===== src/rtl/wse_pkg.sv =====
// ----------------------------------------------------------------------------
// wse_pkg
// Shared types and constants for the watchdog supervisor with early warning.
// ----------------------------------------------------------------------------
package wse_pkg;

   // command codes carried in req_tuser
   localparam logic [1:0] CMD_TICK    = 2'd0;
   localparam logic [1:0] CMD_FEED    = 2'd1;
   localparam logic [1:0] CMD_ENABLE  = 2'd2;
   localparam logic [1:0] CMD_DISABLE = 2'd3;

   // reported mode
   localparam logic [1:0] MODE_DISABLED = 2'd0;
   localparam logic [1:0] MODE_ENABLED  = 2'd1;
   localparam logic [1:0] MODE_FEEDING  = 2'd2;
   localparam logic [1:0] MODE_WARNING  = 2'd3;

   // warning actions
   localparam logic [1:0] ACT_RESET = 2'd0;

   // register indexes
   localparam int unsigned REG_IDX_W = 3;
   localparam logic [REG_IDX_W-1:0] REG_FEED_INTERVAL  = 3'd0;
   localparam logic [REG_IDX_W-1:0] REG_WARN_THRESHOLD = 3'd1;
   localparam logic [REG_IDX_W-1:0] REG_AUTO_FEED_ON   = 3'd2;
   localparam logic [REG_IDX_W-1:0] REG_EARLY_WARN_ON  = 3'd3;
   localparam logic [REG_IDX_W-1:0] REG_DEFAULT_ACTION = 3'd4;

   localparam logic [23:0] TIMEOUT_LOW  = 24'd1000;
   localparam logic [23:0] TIMEOUT_HIGH = 24'h7FFFFF;
   localparam logic [22:0] REMAIN_MAX   = 23'h7FFFFF;

   typedef struct packed {
      logic [1:0]  cmd;
      logic [23:0] enable_timeout;
      logic        feed_veto;
      logic        override_valid;
      logic [1:0]  override_action;
   } item_type;

   // first member in the top bits, so accepted lands in bit 0
   typedef struct packed {
      logic [3:0]  pad;
      logic [31:0] interval_avg;
      logic [31:0] interval_max;
      logic [31:0] interval_min;
      logic [31:0] warning_total;
      logic [31:0] missed_total;
      logic [31:0] feed_total;
      logic [31:0] since_feed_ms;
      logic [22:0] time_left;
      logic        reset_request;
      logic        warning_event;
      logic [1:0]  mode;
      logic        accepted;
   } result_type;

   typedef struct packed {
      logic                 we;
      logic [REG_IDX_W-1:0] idx;
      logic [31:0]          data;
   } cfg_write_type;

   typedef struct packed {
      logic [22:0] feed_period;
      logic [22:0] warning_threshold;
      logic        auto_feed_on;
      logic        early_warning_on;
      logic [1:0]  warn_action;
   } cfg_regs_type;

   typedef struct packed {
      logic capture;
      logic exec;
      logic mul;
      logic div_start;
      logic avg_load;
      logic out_load;
   } ctrl_cmd_type;

   typedef struct packed {
      logic need_avg;
      logic div_done;
   } ctrl_status_type;

   typedef enum logic [5:0] {
      ST_IDLE = 6'b000001,
      ST_EXEC = 6'b000010,
      ST_MUL  = 6'b000100,
      ST_SUM  = 6'b001000,
      ST_DIV  = 6'b010000,
      ST_DONE = 6'b100000
   } state_type;

endpackage


===== src/rtl/wse_div.sv =====
// ----------------------------------------------------------------------------
// wse_div
// Restoring divider, one quotient bit per cycle. The quotient is known to fit
// in 32 bits, so the upper half of the dividend seeds the partial remainder.
// ----------------------------------------------------------------------------
module wse_div
   import wse_pkg::*;
(
   input  logic        clock,
   input  logic        reset,
   input  logic        start,
   input  logic [63:0] num,
   input  logic [32:0] den,
   output logic        done,
   output logic [31:0] quot
);

   logic [32:0] rem_ff, rem_in;
   logic [31:0] qs_ff, qs_in;
   logic [32:0] den_ff;
   logic [4:0]  count_ff, count_in;
   logic        busy_ff, busy_in;
   logic        done_ff, done_in;
   logic [33:0] rem_sh;
   logic [33:0] diff;
   logic        ge;

   always_comb begin
      rem_sh = {rem_ff, qs_ff[31]};
      diff   = rem_sh - {1'b0, den_ff};
      ge     = rem_sh >= {1'b0, den_ff};
      rem_in   = rem_ff;
      qs_in    = qs_ff;
      count_in = count_ff;
      busy_in  = busy_ff;
      done_in  = 1'b0;
      if (start) begin
         rem_in   = {1'b0, num[63:32]};
         qs_in    = num[31:0];
         count_in = '0;
         busy_in  = 1'b1;
      end else if (busy_ff) begin
         rem_in   = ge ? diff[32:0] : rem_sh[32:0];
         qs_in    = {qs_ff[30:0], ge};
         count_in = count_ff + 5'd1;
         if (count_ff == 5'd31) begin
            busy_in = 1'b0;
            done_in = 1'b1;
         end
      end
   end

   always_ff @(posedge clock) begin
      if (reset) begin
         busy_ff  <= 1'b0;
         done_ff  <= 1'b0;
         count_ff <= '0;
      end else begin
         busy_ff  <= busy_in;
         done_ff  <= done_in;
         count_ff <= count_in;
      end
   end

   always_ff @(posedge clock) begin
      rem_ff <= rem_in;
      qs_ff  <= qs_in;
      if (start) begin
         den_ff <= den;
      end
   end

   assign done = done_ff;
   assign quot = qs_ff;

   a_done_pulse: assert property (@(posedge clock) disable iff (reset)
      done_ff |=> !done_ff)
      else $error("divider done held longer than one cycle");

   a_done_idle: assert property (@(posedge clock) disable iff (reset)
      done_ff |-> !busy_ff)
      else $error("divider done while still busy");

endmodule


===== src/rtl/wse_dp.sv =====
// ----------------------------------------------------------------------------
// wse_dp
// Datapath: watchdog state, statistics, configuration registers, the
// running-average multiply and divide, and the result register.
// ----------------------------------------------------------------------------
module wse_dp
   import wse_pkg::*;
(
   input  logic            clock,
   input  logic            reset,
   input  item_type        req_item,
   input  cfg_write_type   cfg_wr,
   input  ctrl_cmd_type    ctl,
   output ctrl_status_type status,
   output cfg_regs_type    cfg,
   output result_type      result
);

   cfg_regs_type cfg_ff, cfg_in;
   item_type     item_ff;

   logic [31:0] now_ff, now_in;
   logic [31:0] deadline_ff, deadline_in;
   logic [31:0] next_feed_ff, next_feed_in;
   logic [31:0] last_feed_ff, last_feed_in;
   logic [22:0] active_ff, active_in;
   logic        armed_ff, armed_in;
   logic        warned_ff, warned_in;
   logic        stopped_ff, stopped_in;
   logic [1:0]  mode_ff, mode_in;
   logic [31:0] feeds_ff, feeds_in;
   logic [31:0] misses_ff, misses_in;
   logic [31:0] warnings_ff, warnings_in;
   logic [31:0] min_ff, min_in;
   logic [31:0] max_ff, max_in;
   logic [31:0] avg_ff, avg_in;

   logic        acc_ff, acc_in;
   logic        wev_ff, wev_in;
   logic        rreq_ff, rreq_in;

   logic [31:0] gap_ff, fo_ff;
   logic [63:0] prod_ff;
   logic [31:0] gap;
   logic [31:0] rem_w;
   logic [1:0]  act;
   logic        feed_try;
   logic        need_avg;

   logic [31:0] quot;
   logic        div_done;
   logic [31:0] left_ms;
   logic [22:0] remaining;
   result_type  result_ff;

   wse_div u_div (
      .clock (clock),
      .reset (reset),
      .start (ctl.div_start),
      .num   (prod_ff + {32'd0, gap_ff}),
      .den   ({1'b0, fo_ff} + 33'd1),
      .done  (div_done),
      .quot  (quot)
   );

   always_comb begin
      cfg_in       = cfg_ff;
      now_in       = now_ff;
      deadline_in  = deadline_ff;
      next_feed_in = next_feed_ff;
      last_feed_in = last_feed_ff;
      active_in    = active_ff;
      armed_in     = armed_ff;
      warned_in    = warned_ff;
      stopped_in   = stopped_ff;
      mode_in      = mode_ff;
      feeds_in     = feeds_ff;
      misses_in    = misses_ff;
      warnings_in  = warnings_ff;
      min_in       = min_ff;
      max_in       = max_ff;
      avg_in       = avg_ff;
      acc_in       = acc_ff;
      wev_in       = wev_ff;
      rreq_in      = rreq_ff;
      feed_try     = 1'b0;
      need_avg     = 1'b0;
      rem_w        = '0;
      act          = item_ff.override_valid ? item_ff.override_action : cfg_ff.warn_action;
      gap          = '0;

      if (cfg_wr.we) begin
         case (cfg_wr.idx)
            REG_FEED_INTERVAL:  cfg_in.feed_period = cfg_wr.data[22:0];
            REG_WARN_THRESHOLD: cfg_in.warning_threshold = cfg_wr.data[22:0];
            REG_AUTO_FEED_ON: begin
               cfg_in.auto_feed_on = cfg_wr.data[0];
               stopped_in          = 1'b0;
            end
            REG_EARLY_WARN_ON:  cfg_in.early_warning_on = cfg_wr.data[0];
            REG_DEFAULT_ACTION: cfg_in.warn_action = cfg_wr.data[1:0];
            default: ;
         endcase
      end

      if (ctl.exec) begin
         acc_in  = 1'b0;
         wev_in  = 1'b0;
         rreq_in = 1'b0;
         case (item_ff.cmd)
            CMD_TICK: begin
               now_in = now_ff + 32'd1;
               if (armed_ff) begin
                  if (cfg_ff.early_warning_on && !warned_ff) begin
                     rem_w = (now_in < deadline_ff) ? deadline_ff - now_in : 32'd0;
                     if (rem_w <= {9'd0, cfg_ff.warning_threshold}) begin
                        warned_in   = 1'b1;
                        warnings_in = warnings_ff + 32'd1;
                        mode_in     = MODE_WARNING;
                        wev_in      = 1'b1;
                        rreq_in     = (act == ACT_RESET);
                     end
                  end
                  // a reset request skips this tick's auto-feed
                  feed_try = !rreq_in && cfg_ff.auto_feed_on && !stopped_ff &&
                             (now_in >= next_feed_ff);
               end
            end
            CMD_FEED: feed_try = 1'b1;
            CMD_ENABLE: begin
               if (item_ff.enable_timeout >= TIMEOUT_LOW &&
                   item_ff.enable_timeout <= TIMEOUT_HIGH) begin
                  active_in    = item_ff.enable_timeout[22:0];
                  armed_in     = 1'b1;
                  mode_in      = MODE_ENABLED;
                  last_feed_in = now_ff;
                  next_feed_in = now_ff + {9'd0, cfg_ff.feed_period};
                  deadline_in  = now_ff + {8'd0, item_ff.enable_timeout};
                  warned_in    = 1'b0;
                  acc_in       = 1'b1;
               end
            end
            CMD_DISABLE: begin
               mode_in    = MODE_DISABLED;
               stopped_in = 1'b1;
               acc_in     = 1'b1;
            end
            default: ;
         endcase

         if (feed_try && armed_ff) begin
            if (item_ff.feed_veto) begin
               misses_in = misses_ff + 32'd1;
            end else begin
               gap = now_in - last_feed_ff;
               if (feeds_ff == 32'd0) begin
                  min_in = gap;
                  max_in = gap;
                  avg_in = gap;
               end else begin
                  if (gap < min_ff) begin
                     min_in = gap;
                  end
                  if (gap > max_ff) begin
                     max_in = gap;
                  end
                  need_avg = 1'b1;
               end
               feeds_in     = feeds_ff + 32'd1;
               last_feed_in = now_in;
               mode_in      = MODE_FEEDING;
               deadline_in  = now_in + {9'd0, active_ff};
               warned_in    = 1'b0;
               acc_in       = 1'b1;
               if (item_ff.cmd == CMD_TICK) begin
                  next_feed_in = now_in + {9'd0, cfg_ff.feed_period};
               end
            end
         end
      end

      if (ctl.avg_load) begin
         avg_in = quot;
      end
   end

   always_ff @(posedge clock) begin
      if (reset) begin
         cfg_ff.feed_period       <= 23'd1000;
         cfg_ff.warning_threshold <= 23'd1000;
         cfg_ff.auto_feed_on      <= 1'b1;
         cfg_ff.early_warning_on  <= 1'b1;
         cfg_ff.warn_action       <= ACT_RESET;
         now_ff       <= '0;
         deadline_ff  <= '0;
         next_feed_ff <= '0;
         last_feed_ff <= '0;
         active_ff    <= '0;
         armed_ff     <= 1'b0;
         warned_ff    <= 1'b0;
         stopped_ff   <= 1'b0;
         mode_ff      <= MODE_DISABLED;
         feeds_ff     <= '0;
         misses_ff    <= '0;
         warnings_ff  <= '0;
         min_ff       <= '0;
         max_ff       <= '0;
         avg_ff       <= '0;
      end else begin
         cfg_ff       <= cfg_in;
         now_ff       <= now_in;
         deadline_ff  <= deadline_in;
         next_feed_ff <= next_feed_in;
         last_feed_ff <= last_feed_in;
         active_ff    <= active_in;
         armed_ff     <= armed_in;
         warned_ff    <= warned_in;
         stopped_ff   <= stopped_in;
         mode_ff      <= mode_in;
         feeds_ff     <= feeds_in;
         misses_ff    <= misses_in;
         warnings_ff  <= warnings_in;
         min_ff       <= min_in;
         max_ff       <= max_in;
         avg_ff       <= avg_in;
      end
   end

   always_comb begin
      left_ms = deadline_ff - now_ff;
      if (!armed_ff || now_ff >= deadline_ff) begin
         remaining = '0;
      end else if (left_ms > {9'd0, REMAIN_MAX}) begin
         remaining = REMAIN_MAX;
      end else begin
         remaining = left_ms[22:0];
      end
   end

   function automatic result_type result_in();
      result_type r;
      r.pad           = '0;
      r.interval_avg  = avg_ff;
      r.interval_max  = max_ff;
      r.interval_min  = min_ff;
      r.warning_total = warnings_ff;
      r.missed_total  = misses_ff;
      r.feed_total    = feeds_ff;
      r.since_feed_ms = now_ff - last_feed_ff;
      r.time_left     = remaining;
      r.reset_request = rreq_ff;
      r.warning_event = wev_ff;
      r.mode          = mode_ff;
      r.accepted      = acc_ff;
      return r;
   endfunction

   // payload: item, per-item flags, average operands, result
   always_ff @(posedge clock) begin
      acc_ff  <= acc_in;
      wev_ff  <= wev_in;
      rreq_ff <= rreq_in;
      if (ctl.capture) begin
         item_ff <= req_item;
      end
      if (ctl.exec) begin
         gap_ff <= gap;
         fo_ff  <= feeds_ff;
      end
      if (ctl.mul) begin
         prod_ff <= {32'd0, avg_ff} * {32'd0, fo_ff};
      end
      if (ctl.out_load) begin
         result_ff <= result_in();
      end
   end

   assign status.need_avg = need_avg;
   assign status.div_done = div_done;
   assign cfg             = cfg_ff;
   assign result          = result_ff;

   a_warned_armed: assert property (@(posedge clock) disable iff (reset)
      warned_ff |-> armed_ff)
      else $error("warned while not armed");

   a_armed_sticks: assert property (@(posedge clock) disable iff (reset)
      armed_ff |=> armed_ff)
      else $error("watchdog disarmed after start");

   a_avg_bounds: assert property (@(posedge clock) disable iff (reset)
      (feeds_ff != 32'd0) |-> (min_ff <= avg_ff && avg_ff <= max_ff))
      else $error("average feed interval outside min/max");

endmodule


===== src/rtl/wse_ctrl.sv =====
// ----------------------------------------------------------------------------
// wse_ctrl
// Sequencer: takes one command, runs it, walks the running-average multiply
// and divide when a feed needs it, and hands the result to the output stage.
// ----------------------------------------------------------------------------
module wse_ctrl
   import wse_pkg::*;
(
   input  logic            clock,
   input  logic            reset,
   input  logic            req_tvalid,
   output logic            req_tready,
   output logic            rsp_tvalid,
   input  logic            rsp_tready,
   input  ctrl_status_type status,
   output ctrl_cmd_type    ctl
);

   state_type state_ff, state_in;
   logic      rsp_valid_ff, rsp_valid_in;
   logic      slot_free;

   assign slot_free = !rsp_valid_ff || rsp_tready;

   always_comb begin
      state_in = state_ff;
      ctl      = '0;
      case (state_ff)
         ST_IDLE: begin
            if (req_tvalid) begin
               ctl.capture = 1'b1;
               state_in    = ST_EXEC;
            end
         end
         ST_EXEC: begin
            ctl.exec = 1'b1;
            state_in = status.need_avg ? ST_MUL : ST_DONE;
         end
         ST_MUL: begin
            ctl.mul  = 1'b1;
            state_in = ST_SUM;
         end
         ST_SUM: begin
            ctl.div_start = 1'b1;
            state_in      = ST_DIV;
         end
         ST_DIV: begin
            if (status.div_done) begin
               ctl.avg_load = 1'b1;
               state_in     = ST_DONE;
            end
         end
         ST_DONE: begin
            // hold until the output register is free
            if (slot_free) begin
               ctl.out_load = 1'b1;
               state_in     = ST_IDLE;
            end
         end
         default: state_in = ST_IDLE;
      endcase

      rsp_valid_in = rsp_valid_ff;
      if (ctl.out_load) begin
         rsp_valid_in = 1'b1;
      end else if (rsp_tready) begin
         rsp_valid_in = 1'b0;
      end
   end

   always_ff @(posedge clock) begin
      if (reset) begin
         state_ff     <= ST_IDLE;
         rsp_valid_ff <= 1'b0;
      end else begin
         state_ff     <= state_in;
         rsp_valid_ff <= rsp_valid_in;
      end
   end

   assign req_tready = (state_ff == ST_IDLE);
   assign rsp_tvalid = rsp_valid_ff;

   a_load_free: assert property (@(posedge clock) disable iff (reset)
      ctl.out_load |-> slot_free)
      else $error("result loaded over an untaken transfer");

   a_div_wait: assert property (@(posedge clock) disable iff (reset)
      (state_ff == ST_DIV && !status.div_done) |=> state_ff == ST_DIV)
      else $error("left divide before quotient ready");

endmodule


===== src/rtl/watchdog_supervisor_early_warning.sv =====
// ----------------------------------------------------------------------------
// watchdog_supervisor_early_warning
// Millisecond watchdog with auto-feed, early warning and feed statistics.
// ----------------------------------------------------------------------------
// Each req transfer carries one command (tick, feed, enable, disable) and
// yields exactly one rsp transfer with the state after that command. Items
// are handled one at a time: a command is captured, executed and then loaded
// into the result register, and the next one is taken only after that load.
// A successful feed that must update the running average also passes through
// a 32x32 multiply, a sum step and a 32-step bit-serial divider before its
// result is loaded. A result that waits on rsp holds the next one in its
// last state for as long as rsp_tready stays low. The next command is taken
// while an earlier result still waits on rsp. Configuration registers sit
// at byte addresses 0, 4, 8, 12, 16 of the csr port and must be written
// only while idle; the block itself does not enforce this.
// ----------------------------------------------------------------------------
module watchdog_supervisor_early_warning
   import wse_pkg::*;
(
   input  logic         clock,
   input  logic         reset,
   // req: tick/feed/enable/disable commands
   input  logic         req_tvalid,
   output logic         req_tready,
   // [23:0] enable_timeout, [24] feed_veto, [25] override_valid,
   // [27:26] override_action, [31:28] zero
   input  logic [31:0]  req_tdata,
   // [1:0] cmd
   input  logic [1:0]   req_tuser,
   // rsp: one result per command
   output logic         rsp_tvalid,
   input  logic         rsp_tready,
   // [0] accepted, [2:1] mode, [3] warning_event, [4] reset_request,
   // [27:5] time_left, [59:28] since_feed_ms, [91:60] feed_total,
   // [123:92] missed_total, [155:124] warning_total, [187:156] interval_min,
   // [219:188] interval_max, [251:220] interval_avg, [255:252] zero
   output logic [255:0] rsp_tdata,
   // csr: register access
   input  logic         csr_psel,
   input  logic         csr_penable,
   input  logic         csr_pwrite,
   input  logic [4:0]   csr_paddr,
   input  logic [31:0]  csr_pwdata,
   output logic [31:0]  csr_prdata,
   output logic         csr_pready
);

   item_type        req_item;
   cfg_write_type   cfg_wr;
   cfg_regs_type    cfg;
   ctrl_cmd_type    ctl;
   ctrl_status_type status;
   result_type      result;

   assign req_item.cmd             = req_tuser;
   assign req_item.enable_timeout  = req_tdata[23:0];
   assign req_item.feed_veto       = req_tdata[24];
   assign req_item.override_valid  = req_tdata[25];
   assign req_item.override_action = req_tdata[27:26];

   assign csr_pready = 1'b1;
   assign cfg_wr.we   = csr_psel && csr_penable && csr_pwrite;
   assign cfg_wr.idx  = csr_paddr[4:2];
   assign cfg_wr.data = csr_pwdata;

   always_comb begin
      case (csr_paddr[4:2])
         REG_FEED_INTERVAL:  csr_prdata = {9'd0, cfg.feed_period};
         REG_WARN_THRESHOLD: csr_prdata = {9'd0, cfg.warning_threshold};
         REG_AUTO_FEED_ON:   csr_prdata = {31'd0, cfg.auto_feed_on};
         REG_EARLY_WARN_ON:  csr_prdata = {31'd0, cfg.early_warning_on};
         REG_DEFAULT_ACTION: csr_prdata = {30'd0, cfg.warn_action};
         default:            csr_prdata = '0;
      endcase
   end

   wse_ctrl u_ctrl (
      .clock      (clock),
      .reset      (reset),
      .req_tvalid (req_tvalid),
      .req_tready (req_tready),
      .rsp_tvalid (rsp_tvalid),
      .rsp_tready (rsp_tready),
      .status     (status),
      .ctl        (ctl)
   );

   wse_dp u_dp (
      .clock    (clock),
      .reset    (reset),
      .req_item (req_item),
      .cfg_wr   (cfg_wr),
      .ctl      (ctl),
      .status   (status),
      .cfg      (cfg),
      .result   (result)
   );

   assign rsp_tdata = result;

endmodule


===== config.mk =====
export PLATFORM = sky130hd
export DESIGN_NAME = watchdog_supervisor_early_warning
export DESIGN_NICKNAME = d
export VERILOG_FILES = /design/src/rtl/wse_pkg.sv /design/src/rtl/wse_div.sv /design/src/rtl/wse_dp.sv /design/src/rtl/wse_ctrl.sv /design/src/rtl/watchdog_supervisor_early_warning.sv
export SDC_FILE = /design/constraint.sdc
export NUM_CORES = 2
export LEC_CHECK = 0
export ABC_AREA = 1
export BUFFER_PORTS_ARGS = -buffer_cell sky130_fd_sc_hd__buf_2
export CORE_ASPECT_RATIO = 0.6
export CORE_MARGIN = 10
export CORE_UTILIZATION = 45
export DETAILED_ROUTE_END_ITERATION = 12
export PLACE_DENSITY = 0.62
export SLEW_MARGIN = 20
export SYNTH_ARGS = -nofsm -noshare
export SYNTH_HDL_FRONTEND = slang
export SYNTH_SLANG_ARGS = --single-unit

===== constraint.sdc =====
create_clock -name clock -period 42 [get_ports clock]
set_input_delay 10.5 -clock clock [delete_from_list [all_inputs] [get_ports clock]]
set_output_delay 10.5 -clock clock [all_outputs]
set_load 0.005 [all_outputs]

==> impl_summary.md <==
Min path
The worst hold path belongs to the class flop to flop.

Drt
For this run, design rule violations remaining after detail routing come to 0. The iteration-0 DRC count of the detailed router is about 11000. The via total after detailed routing is roughly 85000.

In this run the remaining antenna-violating nets after routing total 0. The first TritonRoute pass finished after 7 iterations. The final routed wire length divided by cell count is 23.5 um. Using the TritonRoute via totals, the vias-per-cell ratio works out to about 5.6.

The total wire length after detailed routing is 355000 um.

CTS
The number of sinks handled by clock tree synthesis is a little over 900. After clock tree synthesis, the clock-pin slew on the worst setup and hold paths is approximately 0.060 ns. The post-CTS resize count is 0.

The source-to-sink clock delay at the later pin of the worst-skew pair is 0.76 ns. The number of buffers added to fix hold violations after cts is 0. In this run the post-CTS setup repair buffer count came out at 0. The number of buffers on the longest clock path is 3. The number of clock buffers added by TritonCTS is 96. The cell at the root of the clock tree is sky130_fd_sc_hd__clkbuf_16. The H-tree was split into 3 levels.

The clock tree from TritonCTS is yes.

Finish
The ratio of cells with drive above 1 in the final layout is about 6.2%. The post-synthesis to final-layout area growth is 8.36%. After filler insertion, the fill cell instance count of the layout stands at 20182. The multi-input combinational cells in the finished layout cover a total of ~59000 sq um. Leaving out fill and tap cells, the most frequent cells in the layout are sky130_fd_sc_hd__nand2_1, sky130_fd_sc_hd__inv_1, sky130_fd_sc_hd__fa_1. The sequential cells in the finished layout cover a total of ~24000 sq um. At the end of the flow, the number of nets in the layout was roughly 14000. The most common cell after layout, fill and taps aside is sky130_fd_sc_hd__nand2_1.

Synth
Multiplexer cells account for 0.0323% of the synthesized area. The number of distinct library cells after synthesis is 71. Synthesis inferred 923 register bits. The synthesized design spends more area on one cell type than any other, namely sky130_fd_sc_hd__fa_1. The mapped netlist covers 93100 sq um. For this run, the number of Yosys warnings is 0. The number of synthesized flops with an enable pin is 510. Summing the areas of all compound-gate instances in the mapped netlist gives 10.1% of the synthesized area. For this run, the leading register cell type out of synthesis is sky130_fd_sc_hd__edfxtp_1. Averaged over all synthesized cells, the footprint is 7.67 sq um. The fraction of synthesized cell area taken by the top area cell type is 19.5%. The simple logic cell fraction of the synthesized area is 20.6%.

The instance count of the mapped netlist is about 12000. For this run, asynchronously set or reset flops after synthesis account for 0%. By area the synthesized netlist is led by sky130_fd_sc_hd__fa_1, sky130_fd_sc_hd__edfxtp_1, sky130_fd_sc_hd__nand2_1, sky130_fd_sc_hd__inv_1, sky130_fd_sc_hd__ha_1. The share of the synthesized netlist area taken by xor and xnor gates is 3.79%. The synthesized netlist devotes 28.5% of its cell area to adder and majority cells. By area, the combinational part of the netlist is dominated by adder cells. Sequential cells were found to cover around a quarter of the synthesized design area.

Floorplanning
The area inside the core boundary is a little over 200000 sq um. The floorplan step set the die height to 372 um. The horizontal die dimension is 607 um. The floorplan die area is around 230000 sq um. ~370 I/O pins were placed. The starting utilization of the core area is between 40% and 50%.

After floorplanning, the core was divided into 129 placement rows.

STA
The worst slew margin relative to its limit is roughly an eighth. Setup total negative slack on the finished layout was measured at 0 ns. The final clock skew is roughly 0.084 ns. Setup violations remaining at the end of the flow were counted as 0. The slew at the pin closest to its max-slew limit is between 1 and 1.5 ns. The share of the clock period used by the worst path is a little over half. The shortest clock period the worst path allows after layout is 22.42 ns. The count of endpoints failing hold in the final timing report is 0.

Setup repair after global routing left no endpoint under its margin. The max-slew violation count is 0. Based on the critical path, the design can be clocked at up to 44.6 MHz.

Setup path
The end of the worst register-to-register path is u_dp.feeds_ff[7]. The largest individual stage delay along the critical path comes from the cell sky130_fd_sc_hd__inv_1. At the worst endpoint, the required time is 31.50 ns. The critical path runs through a total of 9 cells. The count of cells along the worst register-to-register path is 43. In this design, the largest share of critical-path delay is due to buffers and inverters. In this design, the stage delay of the slowest critical-path cell is 0.52 ns. By startpoint and endpoint, the worst setup path is classified as input port to output port. The worst setup path startpoint is csr_paddr[4]. STA classifies the critical path endpoint as an output port. The startpoint kind of the worst setup timing path is an input port.

Among the stages of the critical path, the cell type that occurs most often is sky130_fd_sc_hd__nand2_1. The arrival time reported for the critical path endpoint is 11.92 ns. Setup slack on the worst reg-to-reg path comes out at 31.38 ns.

The sum of buffers and inverters on the critical path is 3. In this run the critical register-to-register path is launched from u_dp.now_ff[1]. The destination of the critical timing path is csr_prdata[0]. Traced cell by cell, the critical path runs through buf_2 > nor2_1 > nand2_1 > inv_1 > nand2_1 > nand2_1 > a221oi_1 > nand2_1 > buf_2. Along the worst path, the maximum fanout reaches 22.

Flow run
The number of violations of the max-capacitance limit is 0.

Status
The run finished with clean final reports.

Power and ir drop
The power density normalized to cell area is 25.1 nW/um^2. In this run the static leakage power is 47.7 nW. IR analysis of the VDD net gives a maximum drop of 26.8 uV.

Power comes to 2.53 mW.

Global route
The global-route wire length before repair is ~520000 um. The initial antenna violation count came to 15. The total global routing overflow is 0.

The largest net degree at the start of global routing is about 100. For this run, the total global-route usage over all layers was measured as 30.6%. The via count of the first global-routing pass is between 70000 and 80000.

Placed design
The sum of net half-perimeters after detailed placement is ~280000 um. Port buffering added 339 buffers. At the end of routability-driven placement, the weighted congestion stood at 1.03.
-- how the worst min path moves through the flow --
stage / start / endpoint / slack (ns) / cells after the start
6_report: u_dp.acc_ff / u_dp.result[0] / 0.42 / 0
5_1_grt: u_dp.wev_ff / u_dp.result[3] / 0.43 / 0
3_5_place_dp: u_dp.wev_ff / u_dp.result[3] / 0.41 / 0
3_3_place_gp: u_dp.wev_ff / u_dp.result[3] / 0.41 / 0
2_1_floorplan: u_dp.acc_ff / u_dp.result[0] / 0.40 / 0
4_1_cts: u_dp.wev_ff / u_dp.result[3] / 0.42 / 0
-- worst register-to-register path, delay by kind of cell (launching register included) --
kind            cells  cell delay, ns
buf+inv             4            1.81
flops               1            0.94
xor+xnor            1            0.95
fa+ha+maj           3            1.00
simple gates       31            4.94
compound gates      4            0.89
-- where the power goes --
group	internal, mW	leakage (nW)	switching (mW)
sequential	0.962	7.96	0.0164
clock	0.505	1.59	0.418
combinational	0.188	38.1	0.439
-- synthesized netlist by cell type, drive strengths merged (149+ instances only) --
library cell and count:
inv 2287, edfxtp 510, xor2 270, nor2 777, dfxtp 413, o21ai 601, clkbuf 402, a21oi 879
nand3 384, nor3 149, ha 673, nand4 186, fa 906, nand2 3062
-- registers in the layout, summed over array words and instances, names as in the netlist, 33 cells and up --
register / count
u_dp.u_div.rem_ff: 33
u_dp.u_div.den_ff: 33
u_dp.prod_ff: 64
u_dp.cfg: 50
u_dp.result: 252
-- per-stage QoR --
stage	setup slack [ns]	hold WS (ns)	instances	area, sq um	util (%)
floorplan	20.21	0.400	12148	93100	-
global placement	19.58	0.408	14893	97500	47.4
detailed placement	19.62	0.409	14893	97500	47.4
CTS	19.62	0.423	15072	101000	49.0
global route	19.47	0.426	15072	101000	49.0
finish	19.58	0.423	15084	101000	49.0
-- routing by layer --
layer	vias up	global-route usage (%)	part of all wire [%]
li1	38374	-	-
met1	41224	49.1	48
met2	4600	38.7	36
met3	409	10.1	14
met4	10	6.03	2.2
met5	-	0	0.017
-- layout make-up --
cell class                      count  share of cell area (%)
Antenna cell                       12                  0.0298
Clock buffer                      115                    2.55
Clock inverter                     64                   0.715
Inverter                         2289                    8.53
Multi-Input combinational cell   8420                    58.4
Sequential cell                   923                    23.4
Tap cell                         2751                    3.41
Timing Repair Buffer              510                    2.98
-- cell families (layout without fill, tap and decap cells) --
logic type      after synthesis  in the layout
other cells                   2             26
xor+xnor                    402            402
compound gates             1745           1745
flops                       923            923
mux                           3              3
buf+inv                    2805           2978
simple gates               4677           4677
fa+ha+maj                  1579           1579
Note: power is estimated with default switching activity, not from simulation.
